==> src/rtl/ccbe_pkg.sv <==
// ccbe_pkg: shared widths, constants and lane/merge types for the checksum evidence block
// no dependencies; imported by every module under rtl
`default_nettype none
package ccbe_pkg;

	localparam int LANES     = 8;
	localparam int IDX_W     = $clog2(LANES);
	localparam int LEN_W     = 4;
	localparam int SEG_W     = 16;
	localparam int CNT_BITS  = 16;
	localparam int FLIP_BITS = CNT_BITS + 3;
	localparam int OUT_W     = 16;
	localparam int FLIP_OUT_W = 19;
	localparam int POP_W     = $clog2(LANES + 1);
	localparam int MIN_LEN   = 2;

	localparam logic [IDX_W-1:0] CB_RESET = IDX_W'(LANES - 1);
	localparam logic [LEN_W-1:0] LEN_MAX  = LEN_W'(LANES);

	typedef logic [7:0] byte_t;
	typedef byte_t [LANES-1:0] payload_t;

	typedef struct packed {
		byte_t other;
		logic  changed;
	} lane_out_t;

	typedef lane_out_t [LANES-1:0] lane_vec_t;

	typedef struct packed {
		logic             sum_hit;
		logic             cpl_hit;
		logic             xor_hit;
		logic             even;
		logic             changed;
		logic [POP_W-1:0] flips;
	} merge_t;

endpackage
`default_nettype wire

==> src/rtl/ccbe_lane.sv <==
// ccbe_lane: one payload byte lane; masks the byte when it is the check byte or out of length
// depends on ccbe_pkg
`default_nettype none
module ccbe_lane (
	input  wire logic [ccbe_pkg::IDX_W-1:0] lane_idx,
	input  wire logic [ccbe_pkg::LEN_W-1:0] len,
	input  wire logic [ccbe_pkg::IDX_W-1:0] cb,
	input  wire ccbe_pkg::byte_t            data,
	input  wire ccbe_pkg::byte_t            prev,
	output ccbe_pkg::lane_out_t             lane_out
);
	import ccbe_pkg::*;

	logic is_other;

	always_comb begin
		is_other = (LEN_W'(lane_idx) < len) && (lane_idx != cb);
		lane_out.other   = is_other ? data : 8'h00;
		lane_out.changed = is_other && (data != prev);
	end

endmodule
`default_nettype wire

==> src/rtl/ccbe_merge.sv <==
// ccbe_merge: combines lane results into sum, complement, xor, parity, change and flip evidence for one frame
// depends on ccbe_pkg
`default_nettype none
module ccbe_merge (
	input  wire ccbe_pkg::lane_vec_t         lanes,
	input  wire ccbe_pkg::payload_t          data,
	input  wire ccbe_pkg::payload_t          prev,
	input  wire logic [ccbe_pkg::IDX_W-1:0]  cb,
	output ccbe_pkg::merge_t                 merged
);
	import ccbe_pkg::*;

	byte_t sum;
	byte_t x;
	byte_t chk;
	byte_t pchk;
	logic  any_changed;

	always_comb begin
		sum = 8'h00;
		x = 8'h00;
		any_changed = 1'b0;
		for (int i = 0; i < LANES; i++) begin
			sum = sum + lanes[i].other;
			x = x ^ lanes[i].other;
			any_changed = any_changed | lanes[i].changed;
		end
		chk = data[cb];
		pchk = prev[cb];
		merged.sum_hit = (chk == sum);
		merged.cpl_hit = (chk == byte_t'(8'h00 - sum));
		merged.xor_hit = (chk == x);
		merged.even    = ~((^x) ^ (^chk));
		merged.changed = any_changed;
		merged.flips   = POP_W'($countones(chk ^ pchk));
	end

endmodule
`default_nettype wire

==> src/rtl/can_checksum_byte_evidence.sv <==
// can_checksum_byte_evidence: top level; input stage, eight byte lanes, merge, saturating counters
// depends on ccbe_pkg, ccbe_lane, ccbe_merge
//
// channel  direction  handshake            payload
// in       in         in_valid/in_stall    start_of_set, data_length, payload_byte_0..7, segment_tag
// out      out        out_valid/out_stall  frame_counted and eight counter fields
// cfg      in         cfg_valid/cfg_ready  check_byte_index
//
// one frame per cycle unless out stalls; beats are registered in the input stage, then on out
// the input stage register takes a new beat while a result waits on a stalled output
// lanes, merge and counter update all sit between the input stage and the counter registers
// reset clears counters, previous-frame valid and sets check_byte_index to 7
// a stall on out backs up into in_stall only once the input stage is also full
`default_nettype none
module can_checksum_byte_evidence (
	input  wire logic                          clk,
	input  wire logic                          arst_n,
	input  wire logic                          in_valid,
	output logic                               in_stall,
	input  wire logic                          start_of_set,
	input  wire logic [3:0]                    data_length,
	input  wire logic [7:0]                    payload_byte_0,
	input  wire logic [7:0]                    payload_byte_1,
	input  wire logic [7:0]                    payload_byte_2,
	input  wire logic [7:0]                    payload_byte_3,
	input  wire logic [7:0]                    payload_byte_4,
	input  wire logic [7:0]                    payload_byte_5,
	input  wire logic [7:0]                    payload_byte_6,
	input  wire logic [7:0]                    payload_byte_7,
	input  wire logic [15:0]                   segment_tag,
	output logic                               out_valid,
	input  wire logic                          out_stall,
	output logic                               frame_counted,
	output logic [ccbe_pkg::OUT_W-1:0]         frames_counted,
	output logic [ccbe_pkg::OUT_W-1:0]         sum_matches,
	output logic [ccbe_pkg::OUT_W-1:0]         complement_matches,
	output logic [ccbe_pkg::OUT_W-1:0]         xor_matches,
	output logic [ccbe_pkg::OUT_W-1:0]         even_parity_frames,
	output logic [ccbe_pkg::OUT_W-1:0]         changed_pairs,
	output logic [ccbe_pkg::OUT_W-1:0]         check_changes,
	output logic [ccbe_pkg::FLIP_OUT_W-1:0]    changed_bits_total,
	input  wire logic                          cfg_valid,
	output logic                               cfg_ready,
	input  wire logic [ccbe_pkg::IDX_W-1:0]    check_byte_index
);
	import ccbe_pkg::*;

	localparam logic [CNT_BITS-1:0]  CNT_MAX  = {CNT_BITS{1'b1}};
	localparam logic [FLIP_BITS-1:0] FLIP_MAX = {FLIP_BITS{1'b1}};

	function automatic logic [CNT_BITS-1:0] sat_inc(input logic [CNT_BITS-1:0] c,
		input logic hit);
		sat_inc = (hit && (c != CNT_MAX)) ? c + 1'b1 : c;
	endfunction

	logic [IDX_W-1:0] cb_q;

	logic             valid_s1;
	logic             start_s1;
	logic [LEN_W-1:0] len_s1;
	payload_t         data_s1;
	logic [SEG_W-1:0] seg_s1;

	logic             out_valid_q;
	logic             counted_q;
	logic             prev_valid_q;
	logic [LEN_W-1:0] prev_len_q;
	logic [SEG_W-1:0] prev_seg_q;
	payload_t         prev_payload_q;

	logic [CNT_BITS-1:0]  frame_q, sum_q, cpl_q, xor_q, par_q, pair_q, chg_q;
	logic [FLIP_BITS-1:0] flip_q;

	logic             hold_s1;
	logic             adv_s1;
	logic             load_s1;
	logic [LEN_W-1:0] len_eff;
	logic             counted;
	logic             pair_hit;
	logic             prev_ok;
	lane_vec_t        lanes;
	merge_t           merged;

	logic [CNT_BITS-1:0]  frame_b, sum_b, cpl_b, xor_b, par_b, pair_b, chg_b;
	logic [FLIP_BITS-1:0] flip_b;
	logic [FLIP_BITS:0]   flip_sum;
	logic [CNT_BITS-1:0]  frame_n, sum_n, cpl_n, xor_n, par_n, pair_n, chg_n;
	logic [FLIP_BITS-1:0] flip_n;

	assign cfg_ready = 1'b1;

	assign hold_s1  = out_valid_q && out_stall;
	assign adv_s1   = valid_s1 && !hold_s1;
	assign in_stall = valid_s1 && hold_s1;
	assign load_s1  = in_valid && !in_stall;

	always_ff @(posedge clk or negedge arst_n) begin
		if (!arst_n) begin
			cb_q <= CB_RESET;
		end else if (cfg_valid && cfg_ready) begin
			cb_q <= check_byte_index;
		end
	end

	always_ff @(posedge clk or negedge arst_n) begin
		if (!arst_n) begin
			valid_s1 <= 1'b0;
		end else if (load_s1) begin
			valid_s1 <= 1'b1;
		end else if (adv_s1) begin
			valid_s1 <= 1'b0;
		end
	end

	always_ff @(posedge clk) begin
		if (load_s1) begin
			start_s1 <= start_of_set;
			len_s1   <= data_length;
			seg_s1   <= segment_tag;
			data_s1  <= {payload_byte_7, payload_byte_6, payload_byte_5, payload_byte_4,
				payload_byte_3, payload_byte_2, payload_byte_1, payload_byte_0};
		end
	end

	assign len_eff = (len_s1 > LEN_MAX) ? LEN_MAX : len_s1;
	assign counted = (len_eff >= LEN_W'(MIN_LEN)) && (LEN_W'(cb_q) < len_eff);

	for (genvar i = 0; i < LANES; i++) begin : g_lane
		ccbe_lane u_lane (
			.lane_idx (IDX_W'(i)),
			.len      (len_eff),
			.cb       (cb_q),
			.data     (data_s1[i]),
			.prev     (prev_payload_q[i]),
			.lane_out (lanes[i])
		);
	end

	ccbe_merge u_merge (
		.lanes  (lanes),
		.data   (data_s1),
		.prev   (prev_payload_q),
		.cb     (cb_q),
		.merged (merged)
	);

	always_comb begin
		prev_ok  = prev_valid_q && !start_s1;
		pair_hit = counted && prev_ok && (prev_seg_q == seg_s1) && (prev_len_q == len_eff)
			&& merged.changed;
		frame_b = start_s1 ? '0 : frame_q;
		sum_b   = start_s1 ? '0 : sum_q;
		cpl_b   = start_s1 ? '0 : cpl_q;
		xor_b   = start_s1 ? '0 : xor_q;
		par_b   = start_s1 ? '0 : par_q;
		pair_b  = start_s1 ? '0 : pair_q;
		chg_b   = start_s1 ? '0 : chg_q;
		flip_b  = start_s1 ? '0 : flip_q;
		frame_n = sat_inc(frame_b, counted);
		sum_n   = sat_inc(sum_b, counted && merged.sum_hit);
		cpl_n   = sat_inc(cpl_b, counted && merged.cpl_hit);
		xor_n   = sat_inc(xor_b, counted && merged.xor_hit);
		par_n   = sat_inc(par_b, counted && merged.even);
		pair_n  = sat_inc(pair_b, pair_hit);
		chg_n   = sat_inc(chg_b, pair_hit && (merged.flips != '0));
		flip_sum = {1'b0, flip_b} + (FLIP_BITS + 1)'(merged.flips);
		if (!pair_hit) begin
			flip_n = flip_b;
		end else if (flip_sum > {1'b0, FLIP_MAX}) begin
			flip_n = FLIP_MAX;
		end else begin
			flip_n = flip_sum[FLIP_BITS-1:0];
		end
	end

	always_ff @(posedge clk or negedge arst_n) begin
		if (!arst_n) begin
			out_valid_q  <= 1'b0;
			counted_q    <= 1'b0;
			prev_valid_q <= 1'b0;
			prev_len_q   <= '0;
			prev_seg_q   <= '0;
			frame_q      <= '0;
			sum_q        <= '0;
			cpl_q        <= '0;
			xor_q        <= '0;
			par_q        <= '0;
			pair_q       <= '0;
			chg_q        <= '0;
			flip_q       <= '0;
		end else if (adv_s1) begin
			out_valid_q  <= 1'b1;
			counted_q    <= counted;
			prev_valid_q <= counted;
			if (counted) begin
				prev_len_q <= len_eff;
				prev_seg_q <= seg_s1;
			end
			frame_q <= frame_n;
			sum_q   <= sum_n;
			cpl_q   <= cpl_n;
			xor_q   <= xor_n;
			par_q   <= par_n;
			pair_q  <= pair_n;
			chg_q   <= chg_n;
			flip_q  <= flip_n;
		end else if (!out_stall) begin
			out_valid_q <= 1'b0;
		end
	end

	always_ff @(posedge clk) begin
		if (adv_s1 && counted) begin
			prev_payload_q <= data_s1;
		end
	end

	assign out_valid          = out_valid_q;
	assign frame_counted      = counted_q;
	assign frames_counted     = OUT_W'(frame_q);
	assign sum_matches        = OUT_W'(sum_q);
	assign complement_matches = OUT_W'(cpl_q);
	assign xor_matches        = OUT_W'(xor_q);
	assign even_parity_frames = OUT_W'(par_q);
	assign changed_pairs      = OUT_W'(pair_q);
	assign check_changes      = OUT_W'(chg_q);
	assign changed_bits_total = FLIP_OUT_W'(flip_q);

	a_adv_shows: assert property (@(posedge clk) disable iff (!arst_n)
		adv_s1 |=> out_valid_q && (counted_q == $past(counted)))
		else $error("advanced beat not presented on out");

	a_skip_keeps: assert property (@(posedge clk) disable iff (!arst_n)
		adv_s1 && !counted && !start_s1 |=> frame_q == $past(frame_q) && !prev_valid_q)
		else $error("skipped frame changed frame count or kept previous frame");

	a_pair_le_frame: assert property (@(posedge clk) disable iff (!arst_n)
		(chg_q <= pair_q) && (pair_q <= frame_q) && (sum_q <= frame_q))
		else $error("counter ordering broken");

	a_flip_ge_chg: assert property (@(posedge clk) disable iff (!arst_n)
		FLIP_BITS'(chg_q) <= flip_q)
		else $error("flipped bit total below changed check count");

endmodule
`default_nettype wire

==> config.mk <==
export PLATFORM = sky130hd
export DESIGN_NAME = can_checksum_byte_evidence
export DESIGN_NICKNAME = d
export VERILOG_FILES = /design/src/rtl/ccbe_pkg.sv /design/src/rtl/ccbe_lane.sv /design/src/rtl/ccbe_merge.sv /design/src/rtl/can_checksum_byte_evidence.sv
export SDC_FILE = /design/constraint.sdc
export NUM_CORES = 1
export LEC_CHECK = 0
export BUFFER_PORTS_ARGS = -buffer_cell sky130_fd_sc_hd__buf_2
export CELL_PAD_IN_SITES_DETAIL_PLACEMENT = 0
export CELL_PAD_IN_SITES_GLOBAL_PLACEMENT = 1
export CORE_MARGIN = 2
export CORE_UTILIZATION = 30
export DETAILED_ROUTE_END_ITERATION = 10
export GPL_TIMING_DRIVEN = 1
export PLACE_DENSITY = 0.62
export SYNTH_ARGS = -nofsm -noshare
export SYNTH_HDL_FRONTEND = slang
export SYNTH_HIERARCHICAL = 1
export SYNTH_SLANG_ARGS = --single-unit
==> constraint.sdc <==
create_clock -name clk -period 8.7 [get_ports clk]
set_input_delay 1.74 -clock clk [delete_from_list [all_inputs] [get_ports clk]]
set_output_delay 1.74 -clock clk [all_outputs]
set_load 0.005 [all_outputs]
Word-level counts from Yosys, hierarchy flattened --
Cells that the tools add are included.
Word-level totals: register bits 306, bits of input ports 93, output and inout bits 135, logic and storage cells 196
Cells by class: add/subtract/negate cells 23, order comparisons 13, equal/unequal tests 28, mux-type cells 34, bitwise operators 17, reduce and logical (&&, ||, !) cells 48
Operators by type and width (number):
- $mux W16 | 14
- $add A16 B1 Y16 const B | 7
- $ne A16 B16 Y1 const B | 7
- $mux W8 | 10
- $ne A8 B8 Y1 | 8
- $xor A8 B8 Y8 | 8
- $mux W19 | 3
- $add A8 B8 Y8 | 7
- $bmux W8 S3 | 2
- $logic_and A1 B1 Y1 | 39
- $eq A8 B8 Y1 | 3
- $add A19 B4 Y20 | 1
- $gt A20 B19 Y1 const B | 1
- $eq A16 B16 Y1 | 1
- $lt A3 B4 Y1 const A | 4
- $reduce_xor A8 Y1 | 2
- $ne A3 B3 Y1 const A | 4
- $add A1 B1 Y2 | 4
- $lt A1 B4 Y1 const A | 2
- $lt A2 B4 Y1 const A | 2
- $sub A1 B8 Y8 const A | 1
- $or A1 B1 Y1 | 7
- $add A2 B2 Y3 | 2
- $ne A2 B3 Y1 const A | 2
- other kinds (17) | 22

Logic depth before layout (Yosys ltp) --
depth in word-level cells 18, mapped depth 30, gate-level depth less buffers 27

Modules after synthesis --
The synthesis kept the hierarchy.
Modules (own cells, without submodules):
- can_checksum_byte_evidence | instances 1, cells an instance 1175, area an instance 13583.0 um^2, sequential area each 8406.8 um^2
- ccbe_merge | instances 1, cells an instance 310, area an instance 3321.9 um^2, sequential area each 0.0 um^2
- ccbe_lane | instances 8, cells an instance 31, area an instance 255.2 um^2, sequential area each 0.0 um^2

Worst setup path before layout --
OpenSTA, ideal clock, no wires.
path type flip-flop to flip-flop, from register len_s1[3], to register cpl_q[14] (netlist: complement_matches[14]), library setup time 0.123 ns, data arrival time 6.566 ns, required time 8.577 ns, path slack 2.011 ns, cell stages (with the launch flop) 30, buffers on the path 2, clock period less this slack 6.689 ns, cells stage by stage edfxtp_1 > buf_6 > clkbuf_1 > nand2b_1 > inv_1 > inv_1 > ha_1 > nor2_1 > o31a_4 > and2_1 > fa_1 > inv_1 > fa_1 > fa_1 > inv_1 > fa_1 > ha_1 > inv_1 > fa_1 > nor2b_1 > o21ai_0 > a21boi_0 > nor3_1 > or2_0 > o311ai_1 > and4_1 > o31ai_2 > nor2_1 > nand4_1 > xor2_1
RTL lines:
- start, declared | RTL line can_checksum_byte_evidence.sv:60 | logic [LEN_W-1:0] len_s1;
- start signal, assigned | RTL line can_checksum_byte_evidence.sv:118 | len_s1 <= data_length;
- end signal, assigned | RTL line can_checksum_byte_evidence.sv:201 | cpl_q <= cpl_n;
- end, declared | RTL line can_checksum_byte_evidence.sv:71 | logic [CNT_BITS-1:0] frame_q, sum_q, cpl_q, xor_q, par_q, pair_q, chg_q;

==> flow_metrics.py <==
metrics = {
    "power": {
        "total_leakage_power_nw": 9.25,
        "p_per_area_nw_per_um2": 287,
        "p_int_mw": 3.99,
        "comb_power_share_pct": 47.8,
        "p_sw_mw": 2.48,
        "sw_frac_of_total_pct": 38.3,
        "peakVddDrop_mv": 0.285,
        "power_frac_clock_pct": 25.5,
        "sequentialPowerShare_pct": 26.7,
        "p_total_mw": 6.46,
    },
    "critical_path": {
        "critPathMaxFanout": 10,
        "critPathCaptureType": "register",
        "worstPathRequired_ns": 9.11,
        "worst-path-buf-inv": 5,
        "arrival_ns": 8.02,
        "cpPeakStageDelay_ns": 0.59,
        "critical-path-top-delay-family": "adder cells",
        "criticalPathCategory": "reg2reg",
        "cp_slowest_cell": "edfxtp_1",
        "worstSetupStartpointType": "register",
        "cp-startpoint": "len_s1[3]",
        "regToRegStartpoint": "len_s1[3]",
    },
    "yosys": {
        "yosys.area.top_type": "edfxtp_1",
        "synth_area_per_cell_um2": 10.9,
        "seq_area_frac_synth_pct": 44.4,
        "synthArstFlopShare_pct": 51.3,
        "synth_seq_cells": 306,
        "synth.distinct_cells": 83,
        "syn_area_um2": 18900,
        "synth-edff-count": 149,
        "synthCells": 1733,
        "synth_top_area_share_pct": 23.6,
        "synth_flop_cell": "dfrtp_1",
        "synth_area_leaders": "edfxtp_1 (24%), dfrtp_1 (20%), xor2_1 (6.7%)",
        "ys_warn_count": 6,
    },
    "floorplanning": {
        "die_area_um2": 65200,
        "initial_core_util_pct": 30.2,
        "die_w_um": 255,
        "die_h_um": 255,
        "ioPinCount": 228,
        "num_rows": 92,
        "coreArea_um2": 62700,
    },
    "timing": {
        "post-route-period-util_pct": 87.4,
        "fmax_mhz": 131,
        "final_hold_viol_count": 0,
        "finalSetupTns_ns": 0,
        "rsz0062_at_grt": "no",
        "relSlewSlack_pct": 21.7,
        "finClkSkew_ns": 0.0210,
        "finalCriticalPeriod_ns": 7.61,
        "tightest_slew_ns": 1.16,
        "hold_ws_ns": 0.492,
        "setup_violations": 0,
        "drv_slew": 0,
    },
    "clock_tree": {
        "cts_sinks": 306,
        "cts_inserted_buffers": 39,
        "root_buffer": "clkbuf_16",
        "post_cts_resized": 0,
        "cts_tree": "done",
        "cts_buffer_depth": 3,
        "cts_hold_buf": 0,
        "cts.clk_slew.worst_paths_ns": 0.06,
        "cts_setup_buffers": 0,
        "clk_latency_ns": 0.55,
        "cts_htree_levels": 2,
    },
    "grt": {
        "antenna_found_initial": 2,
        "grt_max_degree": 99,
        "grt_pass1_vias": 14400,
        "grt_usage_pct": 16.4,
        "overflow": 0,
        "grt_pass1_wl_um": 84500,
    },
    "status": {
        "run_status": "completed",
    },
    "routing": {
        "routed_wl_um": 53800,
        "wl_per_cell_um": 18.7,
        "viasPerCell": 4.84,
        "drtIter0Drc": 821,
        "drc_errors": 0,
        "ant_nets": 0,
        "num_vias": 13900,
        "firstDrtPassIters": 5,
    },
    "final_layout": {
        "fillCellCount": 6253,
        "fin_nets": 2182,
        "drive_gt1_share_pct": 19.3,
        "area.growth.synth_to_final_pct": 18.8,
    },
    "placement": {
        "dp_hpwl_um": 39400,
        "gp_congestion": 0.854,
        "port_buffers": 226,
    },
    "hold_path": {
        "min_from": "seg_s1[10]",
        "hp-class": "reg2reg",
    },
    "flow_run": {
        "maxCapViolCount": 0,
    },
}
[per-layer routing]
layer	routed length, um	global-route usage (%)	share of wire [%]	vias up
li1	-	-	-	6621
met1	24900	22.2	46	6880
met2	24800	26.6	46	348
met3	2800	3.54	5.2	66
met4	1320	4.58	2.5	0
met5	0	0	0	-
[worst register-to-register path: stages (launching register included)]
cell and delay, ns:
edfxtp_1 0.59, nand2b_1 0.27, inv_1 0.25, inv_1 0.09, ha_1 0.30, a211oi_2 0.07, o31a_4 0.39, and2_1 0.19
fa_1 0.52, inv_1 0.07, fa_1 0.50, fa_1 0.54, inv_1 0.05, fa_1 0.54, ha_1 0.16, inv_1 0.06
fa_1 0.40, nor2b_1 0.12, o21ai_0 0.10, a21boi_0 0.32, nor3_1 0.14, or2_0 0.26, o311ai_1 0.29, and4_1 0.28
o31ai_2 0.17, nor2_1 0.44, nand4_1 0.18, xor2_1 0.18
[synthesized netlist by cell type (all sizes together), types with 21 or more instances]
master and number:
nor3 27, nor2b 32, xnor2 132, nor2 60, fa 44, mux2i 21
nand3 87, ha 41, inv 95, clkbuf 37, dfrtp 154, nor4 40
buf 24, xor2 144, edfxtp 149, and3 25, nand2 202, o21ai 62
and2 77, nand4 40, mux4 32
[cell usage in the layout (no fill, tap or decap), drive strengths merged, types with 14 or more instances in the layout]
cell type and n:
nand4 40, conb 49, o21ai 62, inv 97
nand2b 14, nand2 202, nor2 60, nand3 87
xor2 144, edfxtp 149, clkbuf 48, and3 25
mux4 32, a21oi 15, buf 244, nor3 27
fa 44, nor4 40, xnor2 132, nor2b 32
dfrtp 154, ha 41, and2 77, mux2i 21
[layout make-up]
type | instances | area (um^2) | share of cell area [%]
clock buffers | 48 | 1060 | 4.71
flip-flops and latches | 306 | 8410 | 37.4
well taps | 846 | 1060 | 4.70
repair buffers | 244 | 1280 | 5.71
inverters | 95 | 359 | 1.60
multi-input cells | 1318 | 10100 | 44.9
diodes | 1 | 2.50 | 0.0111
clock inverters | 18 | 230 | 1.02
[final timing paths]
path	endpoint	slack (ns)	depth (start not counted)
max in group asynchronous	frames_counted[11]	5.89	2
min	prev_seg_q[10]	0.49	2
max reg2reg	complement_matches[5]	1.09	27
min reg2reg	prev_seg_q[10]	0.49	2
min in group asynchronous	xor_matches[6]	1.33	1
max	complement_matches[5]	1.09	27
[sequential cells by signal, summed over array words and instances, names as in the netlist, 16 cells and up]
signal,cells
prev_seg_q,16
data_s1,64
even_parity_frames,16
check_changes,16
changed_bits_total,19
frames_counted,16
xor_matches,16
prev_payload_q,64
changed_pairs,16
seg_s1,16
complement_matches,16
sum_matches,16
[power by group through the flow]
stage,sequential [mW],clock [mW],combinational [mW]
final,1.73,1.65,3.09
after global routing,1.74,1.76,3.47
after CTS,1.73,1.70,3.09
after detailed placement,1.76,0,3.07
after global placement,1.75,0,3.02
after floorplan,1.72,0,2.35
[stage by stage]
stage / utilization, % / setup WS, ns / area [um^2] / cells
5_1_grt: 35.9 / 0.513 / 22500 / 2875
4_1_cts: 35.9 / 0.967 / 22500 / 2875
3_5_place_dp: 33.8 / 0.988 / 21200 / 2809
6_report: 35.9 / 1.09 / 22500 / 2876
2_1_floorplan: - / 2.01 / 19100 / 1780
3_3_place_gp: 33.8 / 1.13 / 21200 / 2809
[kinds of logic after synthesis]
logic type,synth area share [%]
other cells,0.0396
compound gates,7.57
xor+xnor,13.1
flops,44.4
fa+ha+maj,7.36
mux,5.52
buf+inv,3.37
simple gates,18.7
Power figures use the tool's default switching activity.
